==> src/rtl/core/iee_pkg.sv <==
// Shared types, the table of equivalent-encoding patterns and the compare helpers
// for the encoding equivalence checker. Depends on nothing; the cell and top-level files import it.
package iee_pkg;

  localparam int CellCount = 16;
  localparam int WinBytes  = 10;

  localparam logic [3:0] MaxLeft  = 4'd8;
  localparam logic [7:0] FullMask = 8'hff;
  localparam logic [7:0] ModRmMask = 8'hc0;
  localparam logic [3:0] NoPos    = 4'd8;

  // Pattern table. Byte j of a pattern sits in bits 8j+7:8j.
  localparam logic [3:0] RomLen [CellCount] = '{
    4'd4, 4'd3, 4'd4, 4'd3, 4'd3, 4'd2, 4'd2, 4'd2,
    4'd2, 4'd4, 4'd5, 4'd8, 4'd2, 4'd2, 4'd3, 4'd3};

  // Window index of the pattern's first byte (offset plus three).
  localparam logic [1:0] RomBase [CellCount] = '{
    2'd2, 2'd1, 2'd0, 2'd1, 2'd1, 2'd2, 2'd3, 2'd3,
    2'd3, 2'd2, 2'd2, 2'd2, 2'd2, 2'd3, 2'd3, 2'd1};

  // Bytes to advance on a match: length plus offset.
  localparam logic [2:0] RomSkip [CellCount] = '{
    3'd3, 3'd1, 3'd1, 3'd1, 3'd1, 3'd1, 3'd2, 3'd2,
    3'd2, 3'd3, 3'd4, 3'd7, 3'd1, 3'd2, 3'd3, 3'd1};

  // Bit i set when entry i swaps reg and rm on mod/rm bytes.
  localparam logic [CellCount-1:0] RomSwap   = 16'b1000_0000_0111_1110;
  // Bit i set when entry i matches as soon as both masks agree.
  localparam logic [CellCount-1:0] RomSimple = 16'b0110_0000_0000_0000;

  localparam logic [63:0] RomAVal [CellCount] = '{
    64'h0000_0000_03f8_8366, 64'h0000_0000_0003_748d,
    64'h0000_0000_0884_b60f, 64'h0000_0000_0003_4cfe,
    64'h0000_0000_000c_0c38, 64'h0000_0000_0000_d384,
    64'h0000_0000_0000_ca3a, 64'h0000_0000_0000_66f3,
    64'h0000_0000_0000_c0d8, 64'h0000_0000_9024_0400,
    64'h0000_0090_0024_0400, 64'h9000_0000_0024_0400,
    64'h0000_0000_0000_ff8b, 64'h0000_0000_0000_0000,
    64'h0000_0000_0000_0000, 64'h0000_0000_0006_44f6};

  localparam logic [63:0] RomAMsk [CellCount] = '{
    64'h0000_0000_00ff_ffff, 64'h0000_0000_00c0_07f0,
    64'h0000_0000_c007_ffff, 64'h0000_0000_00c0_fffe,
    64'h0000_0000_00c0_ffff, 64'h0000_0000_0000_c0fe,
    64'h0000_0000_0000_c0ff, 64'h0000_0000_0000_fffe,
    64'h0000_0000_0000_f7ff, 64'h0000_0000_ffff_c700,
    64'h0000_00ff_00ff_c700, 64'hff00_0000_00ff_c700,
    64'h0000_0000_0000_ffff, 64'h0000_0000_0000_0000,
    64'h0000_0000_0000_0050, 64'h0000_0000_00c0_0700};

  localparam logic [63:0] RomBVal [CellCount] = '{
    64'h0000_0000_0003_3d66, 64'h0000_0000_0018_748d,
    64'h0000_0000_0184_b60f, 64'h0000_0000_0018_4cfe,
    64'h0000_0000_0030_0c38, 64'h0000_0000_0000_da84,
    64'h0000_0000_0000_d138, 64'h0000_0000_0000_f366,
    64'h0000_0000_0000_c0dc, 64'h0000_0000_0024_4400,
    64'h0000_0000_0024_4400, 64'h0000_0000_0024_4400,
    64'h0000_0000_0000_c08b, 64'h0000_0000_0000_c08b,
    64'h0000_0000_00c0_8b2e, 64'h0000_0000_0030_44f6};

  localparam logic [63:0] RomBMsk [CellCount] = '{
    64'h0000_0000_ff00_ffff, 64'h0000_0000_00c0_07f0,
    64'h0000_0000_c007_ffff, 64'h0000_0000_00c0_fffe,
    64'h0000_0000_00c0_ffff, 64'h0000_0000_0000_c0fe,
    64'h0000_0000_0000_c0ff, 64'h0000_0000_0000_feff,
    64'h0000_0000_0000_f7ff, 64'h0000_0000_ffff_c700,
    64'h0000_0000_ffff_c700, 64'h0000_0000_ffff_c700,
    64'h0000_0000_0000_ffff, 64'h0000_0000_0000_ffff,
    64'h0000_0000_00ff_ffff, 64'h0000_0000_00c0_0700};

  // One word as it moves from cell to cell.
  typedef struct packed {
    logic                  valid;
    logic [8*WinBytes-1:0] win_a;
    logic [8*WinBytes-1:0] win_b;
    logic [3:0]            left;
    logic                  decided;
    logic                  matched;
    logic [2:0]            skip;
    logic [3:0]            hit;
  } iee_stage_t;

  // Byte of a window, padded with zeros past its end.
  function automatic logic [7:0] byte_at(input logic [8*WinBytes-1:0] win,
                                         input logic [3:0] pos);
    logic [127:0] padded;
    padded = {{(128 - 8*WinBytes){1'b0}}, win};
    return padded[8*pos +: 8];
  endfunction

  // Position of the k-th byte that the mask does not fully cover, or NoPos.
  function automatic logic [3:0] nth_free(input logic [63:0] msk, input logic [3:0] len,
                                          input logic [2:0] k);
    logic [3:0] pos;
    logic [3:0] cnt;
    pos = NoPos;
    cnt = 4'd0;
    for (int i = 0; i < 8; i++) begin
      if (4'(i) < len && msk[8*i +: 8] != FullMask) begin
        if (cnt == {1'b0, k} && pos == NoPos) begin
          pos = 4'(i);
        end
        cnt = cnt + 4'd1;
      end
    end
    return pos;
  endfunction

  // True when the window equals the pattern under the mask over the entry length.
  function automatic logic masked_ok(input logic [8*WinBytes-1:0] win,
                                     input logic [1:0] base, input logic [3:0] len,
                                     input logic [63:0] val, input logic [63:0] msk);
    logic ok;
    logic [7:0] m;
    ok = 1'b1;
    for (int i = 0; i < 8; i++) begin
      m = msk[8*i +: 8];
      if (4'(i) < len &&
          (byte_at(win, {2'b00, base} + 4'(i)) & m) != (val[8*i +: 8] & m)) begin
        ok = 1'b0;
      end
    end
    return ok;
  endfunction

  // Pairs the free bytes of both windows in order; true when both have equally many and every pair agrees.
  function automatic logic pair_ok(input logic [3:0] idx,
                                   input logic [8*WinBytes-1:0] win_a,
                                   input logic [8*WinBytes-1:0] win_b);
    logic       ok;
    logic [3:0] pa;
    logic [3:0] pb;
    logic [7:0] ma;
    logic [7:0] mb;
    logic [7:0] va;
    logic [7:0] vb;
    ok = 1'b1;
    for (int k = 0; k < 8; k++) begin
      pa = nth_free(RomAMsk[idx], RomLen[idx], 3'(k));
      pb = nth_free(RomBMsk[idx], RomLen[idx], 3'(k));
      if (pa[3] != pb[3]) begin
        ok = 1'b0;
      end else if (!pa[3]) begin
        ma = RomAMsk[idx][8*pa[2:0] +: 8];
        mb = RomBMsk[idx][8*pb[2:0] +: 8];
        va = byte_at(win_a, {2'b00, RomBase[idx]} + pa) & ~ma;
        vb = byte_at(win_b, {2'b00, RomBase[idx]} + pb) & ~mb;
        if (RomSwap[idx] && ma == ModRmMask) begin
          if ((va & 8'h07) != (vb >> 3) || (va >> 3) != (vb & 8'h07)) begin
            ok = 1'b0;
          end
        end else if (va != vb) begin
          ok = 1'b0;
        end
      end
    end
    return ok;
  endfunction

endpackage

==> src/rtl/core/iee_if.sv <==
// Channel interfaces of the encoding equivalence checker: the window word going in
// and the verdict word coming out. No dependencies.
interface iee_in_if;
  logic        valid;
  logic        ready;
  logic [23:0] first_before;
  logic [55:0] first_ahead;
  logic [23:0] second_before;
  logic [55:0] second_ahead;
  logic [3:0]  bytes_left;

  modport source (output valid, first_before, first_ahead, second_before, second_ahead,
                  bytes_left, input ready);
  modport sink (input valid, first_before, first_ahead, second_before, second_ahead,
                bytes_left, output ready);
endinterface

interface iee_out_if;
  logic       valid;
  logic       ready;
  logic       matched;
  logic [2:0] skip_length;
  logic [3:0] entry_hit;

  modport source (output valid, matched, skip_length, entry_hit, input ready);
  modport sink (input valid, matched, skip_length, entry_hit, output ready);
endinterface

==> src/rtl/core/iee_cell.sv <==
// One cell of the checker chain: tests a word against a single table entry and
// registers it for the next cell. Depends on iee_pkg.
module iee_cell import iee_pkg::*; (
  input  logic       clk,
  input  logic       rst_n,
  input  logic       advance,
  input  logic [3:0] cell_idx,
  input  iee_stage_t stage_i,
  output iee_stage_t stage_o
);

  iee_stage_t stage_r;
  iee_stage_t stage_nxt;
  logic       applies;
  logic       equal;

  assign applies = (stage_i.left >= RomLen[cell_idx]) &&
                   masked_ok(stage_i.win_a, RomBase[cell_idx], RomLen[cell_idx],
                             RomAVal[cell_idx], RomAMsk[cell_idx]) &&
                   masked_ok(stage_i.win_b, RomBase[cell_idx], RomLen[cell_idx],
                             RomBVal[cell_idx], RomBMsk[cell_idx]);

  assign equal = RomSimple[cell_idx] || pair_ok(cell_idx, stage_i.win_a, stage_i.win_b);

  // An earlier entry that applied keeps its verdict.
  always_comb begin
    stage_nxt = stage_i;
    if (!stage_i.decided && applies) begin
      stage_nxt.decided = 1'b1;
      stage_nxt.hit     = cell_idx;
      stage_nxt.matched = equal;
      stage_nxt.skip    = equal ? RomSkip[cell_idx] : 3'd0;
    end
  end

  always_ff @(posedge clk) begin
    if (!rst_n) begin
      stage_r.valid <= 1'b0;
    end else if (advance) begin
      stage_r <= stage_nxt;
    end
  end

  assign stage_o = stage_r;

endmodule

==> src/rtl/core/instruction_encoding_equivalence.sv <==
// Top level of the x86 encoding equivalence checker: a chain of sixteen pattern cells.
// Depends on iee_pkg, iee_in_if / iee_out_if and iee_cell.
//
// Usage. Each input word carries two ten-byte code windows taken at the first
// point where two encoders disagree (three bytes before that point and seven from
// it) plus the number of bytes left from the point; values above eight count as
// eight. The output word says whether the deciding table entry found the two
// encodings equivalent, how many bytes to skip, and which entry decided.
// Both channels use valid/ready; a word moves when both are high.
//
// Pipeline. Every cell owns one table entry and one register stage, so a word
// passes the register stage of every cell before it leaves the sixteenth cell,
// and the chain takes one word per cycle while the output is not stalled. The
// rate is set by the single register step per cell; the depth by the table entries.
//
// Stalls. When a word waits at the output and ready is low, the whole chain holds
// and in_chan.ready drops in the same cycle; it rises again as soon as the
// output word is taken. Reset clears every stage's valid flag, so the output
// shows no word until the first accepted word has passed all cells.
module instruction_encoding_equivalence import iee_pkg::*; (
  input  logic      clk,
  input  logic      rst_n,
  iee_in_if.sink    in_chan,
  iee_out_if.source out_chan
);

  iee_stage_t chain_link [CellCount+1];
  logic       advance;

  // The chain moves when its last stage is empty or being emptied.
  assign advance = !chain_link[CellCount].valid || out_chan.ready;
  assign in_chan.ready = advance;

  // Build the word entering the first cell; no entry has decided yet.
  always_comb begin
    chain_link[0].valid   = in_chan.valid;
    chain_link[0].win_a   = {in_chan.first_ahead, in_chan.first_before};
    chain_link[0].win_b   = {in_chan.second_ahead, in_chan.second_before};
    chain_link[0].left    = (in_chan.bytes_left > MaxLeft) ? MaxLeft : in_chan.bytes_left;
    chain_link[0].decided = 1'b0;
    chain_link[0].matched = 1'b0;
    chain_link[0].skip    = 3'd0;
    chain_link[0].hit     = 4'd0;
  end

  // Cell g tests table entry g; the first entry that applies fixes the verdict.
  for (genvar g = 0; g < CellCount; g++) begin : g_cell
    iee_cell u_cell (
      .clk      (clk),
      .rst_n    (rst_n),
      .advance  (advance),
      .cell_idx (4'(g)),
      .stage_i  (chain_link[g]),
      .stage_o  (chain_link[g+1])
    );
  end

  assign out_chan.valid       = chain_link[CellCount].valid;
  assign out_chan.matched     = chain_link[CellCount].matched;
  assign out_chan.skip_length = chain_link[CellCount].skip;
  assign out_chan.entry_hit   = chain_link[CellCount].hit;

  // Every table entry advances at least one byte, so a match never skips zero.
  a_match_skips : assert property (@(posedge clk) disable iff (!rst_n)
    out_chan.valid && out_chan.matched |-> out_chan.skip_length != 3'd0)
    else $error("matched word with zero skip length");

  // A mismatch never advances.
  a_miss_no_skip : assert property (@(posedge clk) disable iff (!rst_n)
    out_chan.valid && !out_chan.matched |-> out_chan.skip_length == 3'd0)
    else $error("unmatched word with nonzero skip length");

  // The first entry spans four bytes starting one byte back.
  a_entry0_skip : assert property (@(posedge clk) disable iff (!rst_n)
    out_chan.valid && out_chan.matched && out_chan.entry_hit == 4'd0
      |-> out_chan.skip_length == 3'd3)
    else $error("first entry matched with wrong skip length");

  // An accepted word always lands in the first cell's register.
  a_accept_lands : assert property (@(posedge clk) disable iff (!rst_n)
    in_chan.valid && in_chan.ready |=> chain_link[1].valid)
    else $error("accepted word lost at chain entry");

endmodule
==> src/flat_wrapper.sv <==
// flat-port wrapper written by rule: the top's interface ports become plain ports
module instruction_encoding_equivalence_flat import iee_pkg::*;
  (clk, rst_n, in_chan_valid, in_chan_first_before, in_chan_first_ahead, in_chan_second_before, in_chan_second_ahead, in_chan_bytes_left, in_chan_ready, out_chan_valid, out_chan_matched, out_chan_skip_length, out_chan_entry_hit, out_chan_ready);
  iee_in_if in_chan_i ();
  iee_out_if out_chan_i ();
  input  logic clk;
  input  logic rst_n;
  input wire logic [$bits(in_chan_i.valid)-1:0] in_chan_valid;
  input wire logic [$bits(in_chan_i.first_before)-1:0] in_chan_first_before;
  input wire logic [$bits(in_chan_i.first_ahead)-1:0] in_chan_first_ahead;
  input wire logic [$bits(in_chan_i.second_before)-1:0] in_chan_second_before;
  input wire logic [$bits(in_chan_i.second_ahead)-1:0] in_chan_second_ahead;
  input wire logic [$bits(in_chan_i.bytes_left)-1:0] in_chan_bytes_left;
  output wire logic [$bits(in_chan_i.ready)-1:0] in_chan_ready;
  output wire logic [$bits(out_chan_i.valid)-1:0] out_chan_valid;
  output wire logic [$bits(out_chan_i.matched)-1:0] out_chan_matched;
  output wire logic [$bits(out_chan_i.skip_length)-1:0] out_chan_skip_length;
  output wire logic [$bits(out_chan_i.entry_hit)-1:0] out_chan_entry_hit;
  input wire logic [$bits(out_chan_i.ready)-1:0] out_chan_ready;
  assign in_chan_i.valid = in_chan_valid;
  assign in_chan_i.first_before = in_chan_first_before;
  assign in_chan_i.first_ahead = in_chan_first_ahead;
  assign in_chan_i.second_before = in_chan_second_before;
  assign in_chan_i.second_ahead = in_chan_second_ahead;
  assign in_chan_i.bytes_left = in_chan_bytes_left;
  assign in_chan_ready = in_chan_i.ready;
  assign out_chan_valid = out_chan_i.valid;
  assign out_chan_matched = out_chan_i.matched;
  assign out_chan_skip_length = out_chan_i.skip_length;
  assign out_chan_entry_hit = out_chan_i.entry_hit;
  assign out_chan_i.ready = out_chan_ready;
  instruction_encoding_equivalence u_core (.clk(clk), .rst_n(rst_n), .in_chan(in_chan_i), .out_chan(out_chan_i));
endmodule
==> config.mk <==
export PLATFORM = sky130hd
export DESIGN_NAME = instruction_encoding_equivalence_flat
export DESIGN_NICKNAME = d
export VERILOG_FILES = /design/src/rtl/core/iee_pkg.sv /design/src/rtl/core/iee_if.sv /design/src/rtl/core/iee_cell.sv /design/src/rtl/core/instruction_encoding_equivalence.sv /design/src/flat_wrapper.sv
export SDC_FILE = /design/constraint.sdc
export NUM_CORES = 1
export LEC_CHECK = 0
export ABC_AREA = 1
export BUFFER_PORTS_ARGS = -buffer_cell sky130_fd_sc_hd__buf_2
export CAP_MARGIN = 10
export CORE_MARGIN = 2
export CORE_UTILIZATION = 55
export CTS_CLUSTER_DIAMETER = 50
export DETAILED_ROUTE_END_ITERATION = 8
export PLACE_DENSITY = 0.75
export SYNTH_ARGS = -nofsm -noshare
export SYNTH_HDL_FRONTEND = slang
export SYNTH_SLANG_ARGS = --single-unit
==> constraint.sdc <==
create_clock -name clk -period 88 [get_ports clk]
set_input_delay 4.4 -clock clk [delete_from_list [all_inputs] [get_ports clk]]
set_output_delay 4.4 -clock clk [all_outputs]
set_load 0.05 [all_outputs]
=== After elaboration in Yosys (flattened, before gate mapping) ===
Cells that the tools add are included.

* Mux-type cells: 135
* Equality and inequality tests: 100
* Order comparisons: 17
* Reductions and logical operators: 86

{| class="wikitable"
|+ Operators by type and width
! operator !! count
|-
| $ne 8x8->1 const B || 17
|-
| $reduce_bool 8->1 || 15
|-
| $mux 1 || 114
|-
| $mux 8 || 12
|-
| $ne 8x6->1 const B || 12
|-
| $ne 8x8->1 || 10
|-
| $ne 7x7->1 const B || 8
|-
| $ne 3x3->1 || 17
|-
| $ne 8x7->1 const B || 6
|-
| $logic_and 1x1->1 || 46
|-
| $ge 4x2->1 const B || 11
|-
| $ne 8x4->1 const B || 4
|-
| $ne 3x3->1 const B || 6
|-
| $ge 4x3->1 const B || 4
|-
| $logic_not 1->1 || 16
|-
| $ne 5x3->1 const B || 3
|-
| $ne 5x4->1 const B || 3
|-
| $ne 5x5->1 || 3
|-
| $mux 2 || 5
|-
| $mux 9 || 1
|-
| $logic_or 1x1->1 || 8
|-
| $ne 2x2->1 const B || 4
|-
| $ne 4x4->1 const B || 2
|-
| $mux 3 || 2
|-
| 6 further kinds || 9
|}

* Logic and storage cells: 462
* Register bits: 2,283
* Input bits: 168
* Output and inout bits: 10

=== Logic depth before layout (Yosys ltp) ===
* Word-level depth: 9
* Gate-level depth with buffers: 10
* Depth with buffers taken out: 10

=== Cells and area by module ===
From an unflattened synthesis, not the netlist that was laid out.

* Cells, all modules: 85,582
* Area total of the unflattened synthesis: 480,866.2 µm²

{| class="wikitable"
|+ Modules (own cells, without submodules)
! module !! cells each !! seq. area each (µm²) !! instances !! area each (µm²)
|-
| iee_cell at u_core.g_cell[1].u_cell ... || 5,357 || 5,215.0 || 6 || 30,118.9
|-
| iee_cell at u_core.g_cell[14].u_cell ... || 5,299 || 5,215.0 || 4 || 29,899.9
|-
| iee_cell at u_core.g_cell[10].u_cell ... || 5,371 || 5,215.0 || 2 || 29,923.7
|-
| iee_cell at u_core.g_cell[0].u_cell || 5,461 || 5,215.0 || 1 || 30,458.0
|-
| iee_cell at u_core.g_cell[13].u_cell || 5,375 || 5,215.0 || 1 || 30,185.2
|-
| iee_cell at u_core.g_cell[11].u_cell || 5,357 || 5,215.0 || 1 || 30,180.2
|-
| iee_cell at u_core.g_cell[8].u_cell || 5,296 || 5,215.0 || 1 || 29,828.6
|-
| instruction_encoding_equivalence || 13 || 0.0 || 1 || 53.8
|}

=== Worst setup path before layout ===
No wires, ideal clock.

* Path kind: input-to-reg
* Start: in out_chan_ready
* End: reg u_core.g_cell[0].u_cell.stage_r, in the netlist u_core.g_cell[0].u_cell.stage_o[100], enable pin
* Library setup time: 4.478 ns
* Stages on the path: 3
* Required time: 83.522 ns
* Setup slack: -4.834 ns
* Data arrival time: 88.356 ns
* Cells stage by stage: nor2_2 -> buf_2 -> nor2_1

* Cells in the longest elaborated chain, start to end: 2

{| class="wikitable"
|+ Ends and longest elaborated chain
! element !! RTL line !! RTL
|-
| start: declaration || flat_wrapper.sv:19 || <nowiki>input wire logic [$bits(out_chan_i.ready)-1:0] out_chan_ready;</nowiki>
|-
| $logic_or 1x1->1 || instruction_encoding_equivalence.sv:31 || <nowiki>assign advance = !chain_link[CellCount].valid || out_chan.ready;</nowiki>
|-
| $reduce_and 2->1 (no source line) || n/a ||
|-
| end signal: assignment || iee_cell.sv:40 || <nowiki>stage_r <= stage_nxt;</nowiki>
|-
| end: declaration || iee_cell.sv:12 || <nowiki>iee_stage_t stage_r;</nowiki>
|}

Every way passes these cells.
A chain may end at the register's enable or synchronous reset.

=== Final worst setup path ===
* Start: in out_chan_ready
* End: out in_chan_ready

* Cells in the longest elaborated chain, start to end: 1

{| class="wikitable"
|+ Ends and longest elaborated chain
! element !! RTL line !! RTL
|-
| $logic_or 1x1->1 || instruction_encoding_equivalence.sv:31 ||
|-
| end: declaration || flat_wrapper.sv:14 || <nowiki>output wire logic [$bits(in_chan_i.ready)-1:0] in_chan_ready;</nowiki>
|}

Every way passes these cells.

==> out/metrics.csv <==
stage,metric,value,unit
run_status,status,"complete, no violations",
timing,worstMarginPinSlew,1.15,ns
cts,clkSlewWorstSetupHoldPaths,0.06,ns
floorplanning,dieWidth,352,um
setup_path,critical_path.top_delay_family,buffers and inverters,
detailed_routing,first_pass_iters,5,
layout,layout-drive-gt1-share,0.137,
power_and_ir_drop,p_int,1.62,mW
worst_hold_path,hold_class,reg -> reg,
timing,hold_violations,0,
cts,clk_latency,0.80,ns
timing,rsz0062_at_grt,no,
layout,area_growth,14.2,%
logic_synthesis,synth_ff_type,edfxtp_1,
logic_synthesis,synth_top_cell_by_area,edfxtp_1,
setup_path,crit_fanout,18,
logic_synthesis,synth_cell_type_count,40,
power_and_ir_drop,powerDensity,26.5,nW/um2
placed_design,gp_congestion,0.796,
power_and_ir_drop,irDropWorstVdd,0.0278,mV
global_routing,grt_usage,0.148,
setup_path,cp.arrival,5.67,ns
detailed_routing,dr_total_vias,26400,
detailed_routing,drt-total-wl,90300,um
detailed_routing,drtIter0Drc,2457,
placed_design,dp_hpwl,51100,um
setup_path,critical_path_class,in -> out,
floorplanning,die_h,352,um
timing,worst_hold_slack,0.370,ns
logic_synthesis,synth_top_area_frac,0.911,
setup_path,max_stage_delay,0.47,ns
setup_path,crit_path_frequent_cell,buf_2,
logic_synthesis,syn_nets,3386,
logic_synthesis,synth_warnings,0,
timing,final.period_utilization,0.114,
cts,cts_setup_buffers,0,
logic_synthesis,seq_area_frac_synth,0.916,
detailed_routing,postRouteAntennaNets,0,
cts,cts_tree,built,
job,maxCapViolations,0,
global_routing,grt.overflow.total,0,
setup_path,rrSetupSlack,82.56,ns
floorplanning,start_util,0.556,
power_and_ir_drop,switchingPower,0.397,mW
global_routing,grt_pass1_vias,26700,
cts,htreeDepth,4,
logic_synthesis,syn_inst,3218,
logic_synthesis,ys_async_sr_fraction,0,
power_and_ir_drop,p_leak,27.0,nW
timing,finalSetupViolations,0,
timing,relSlewSlack,0.231,
placed_design,port_buffers,177,
setup_path,cp.buffers_inverters,3,
setup_path,path_depth,4,
power_and_ir_drop,p_sw_frac,0.196,
setup_path,crit-reg2reg-launch,u_core.g_cell[15].u_cell.stage_o[173]$_SDFFE_PN0N_,
cts,cts_hold_buf,0,
timing,maxSlewViolCount,0,
logic_synthesis,netlist_area,66800,um2
global_routing,grt_pass1_wl,143000,um
setup_path,r2r_cells,8,
layout,nNetsFinal,3760,
detailed_routing,via_per_inst,4.91,
global_routing,grt_max_degree,218,
timing,fmax,0.0993,GHz
timing,finClkSkew,0.0562,ns
setup_path,cp-startpoint,out_chan_ready,
timing,fin_crit,10.07,ns
setup_path,worstPathRequired,83.60,ns
setup_path,worstPathCellList,buf_2 -> nor2_2 -> inv_1 -> buf_2,
logic_synthesis,synth_area_per_cell,20.8,um2
floorplanning,core_area,120000,um2
detailed_routing,drc,0,
setup_path,critPathSlowestCell,nor2_2,
global_routing,antenna_found_initial,3,
setup_path,endpoint_kind,primary output,
layout,largest_register_ffs,2043,
floorplanning,io_pins,178,
cts,cts.path.max_buffers,3,
power_and_ir_drop,pwr-share-comb,0.020,
cts,ctsResizeCount,0,
floorplanning,row_count,127,
power_and_ir_drop,clkPwrFrac,0.407,
setup_path,critPathCapture,in_chan_ready,
cts,clockRootBuffer,clkbuf_16,
detailed_routing,wl_per_cell,16.8,um
setup_path,cp-start-kind,primary input,
cts,cts_sinks,2043,
logic_synthesis,synth_edf_count,2027,
logic_synthesis,yosys-top-cells-area,"edfxtp_1, nor2_1, nand2_1",
logic_synthesis,ys_seq_elements,2043,
timing,tns,0,ns
setup_path,reg2reg_to,u_core.g_cell[6].u_cell.stage_o[71]$_DFFE_PP_,
cts,cts_buffers,189,
floorplanning,die_area,124000,um2
power_and_ir_drop,seq_power_share,0.573,
## power by group through the flow
stage	clock network (mW)	registers, mW	logic, mW
6_report	0.823	1.16	0.0405
4_1_cts	0.842	1.16	0.0413
3_5_place_dp	0	1.18	0.0406
2_1_floorplan	0	1.25	0.0266
3_3_place_gp	0	1.18	0.0391
5_1_grt	0.881	1.16	0.0458
## Yosys cell counts (2+ instances only)
master and n:
and2_1 2, o21ai_1 2, nor4_1 4, buf_2 2
nand3b_1 16, or2_1 3, a21oi_1 5, edfxtp_1 2027
or2_0 2, nand3_1 48, inv_1 235, dfxtp_1 16
nand2_1 278, xnor2_1 82, nand4_1 60, xor2_1 34
clkbuf_1 2, nor3b_1 6, nor3_1 30, nor2_2 7
o21ai_0 21, or2_2 21, nor4_2 2, buf_4 7
nor2_1 291
## layer usage
layer  part of all wire  wire length, um  up-vias  GRT usage
met1               0.41            36600    12900      0.183
li1                   -                -    12700          -
met3              0.040             3640      193     0.0334
met5            0.00017               15        -          0
met4              0.031             2820        2     0.0608
met2               0.52            47300      580      0.255
## layout by cell type (no fill, tap or decap), types with 2 or more instances in the layout
master,n
buf_12,5
a21oi_1,5
clkbuf_16,189
clkbuf_1,34
buf_2,177
dfxtp_1,16
inv_1,235
buf_4,12
clkinv_1,33
nand4_1,60
and2_1,2
nand3b_1,16
nor4_1,4
xnor2_1,82
nor2_1,290
inv_16,3
inv_8,2
xor2_1,34
o21ai_0,21
nor3b_1,6
or2_1,3
or2_2,21
or2_0,2
edfxtp_1,2027
nand3_1,48
diode_2,2
inv_6,7
nor2_2,7
clkinv_16,8
nor4_2,2
clkinvlp_4,8
nand2_1,278
bufinv_16,26
clkinv_8,3
clkinv_2,34
nor2_4,2
nor3_1,30
o21ai_1,2
## worst min path at each step
stage / start / to / slack, ns / cells after the start
CTS: u_core.g_cell[4].u_cell.stage_o[66]$_DFFE_PP_ / u_core.g_cell[5].u_cell.stage_o[66]$_DFFE_PP_ / 0.36 / 0
global placement: u_core.g_cell[8].u_cell.stage_o[84]$_DFFE_PP_ / u_core.g_cell[9].u_cell.stage_o[84]$_DFFE_PP_ / 0.40 / 0
global route: u_core.g_cell[4].u_cell.stage_o[86]$_DFFE_PP_ / u_core.g_cell[5].u_cell.stage_o[86]$_DFFE_PP_ / 0.38 / 0
floorplan: u_core.g_cell[9].u_cell.stage_o[101]$_DFFE_PP_ / u_core.g_cell[10].u_cell.stage_o[101]$_DFFE_PP_ / 0.40 / 0
finish: u_core.g_cell[4].u_cell.stage_o[66]$_DFFE_PP_ / u_core.g_cell[5].u_cell.stage_o[66]$_DFFE_PP_ / 0.37 / 0
detailed placement: u_core.g_cell[9].u_cell.stage_o[104]$_DFFE_PP_ / u_core.g_cell[10].u_cell.stage_o[104]$_DFFE_PP_ / 0.40 / 0
## final cells by class
type | instances | area, um2
Sequential cell | 2043 | 61200
Multi-Input combinational cell | 928 | 4650
Tap cell | 1612 | 2020
Inverter | 236 | 886
Clock buffer | 223 | 4860
Timing Repair Buffer | 194 | 1080
Fill cell | 7642 | 43900
Clock inverter | 125 | 1580
Antenna cell | 2 | 5.00
## stage by stage
step	instances	area [um2]	total power, mW	worst slack [ns]	utilization
3_5_place_dp	5013	69800	1.22	77.95	0.581
3_3_place_gp	5013	69800	1.21	78.00	0.581
2_1_floorplan	3218	66800	1.28	29.69	-
4_1_cts	5361	76200	2.04	77.95	0.635
5_1_grt	5363	76300	2.09	77.80	0.635
6_report	5363	76300	2.02	77.93	0.635
## cells by family after synthesis
family | synth area share
buf+inv | 0.0143
flops | 0.916
xor+xnor | 0.0152
simple gates | 0.0518
compound gates | 0.00244
Power figures use the tool's default switching activity.
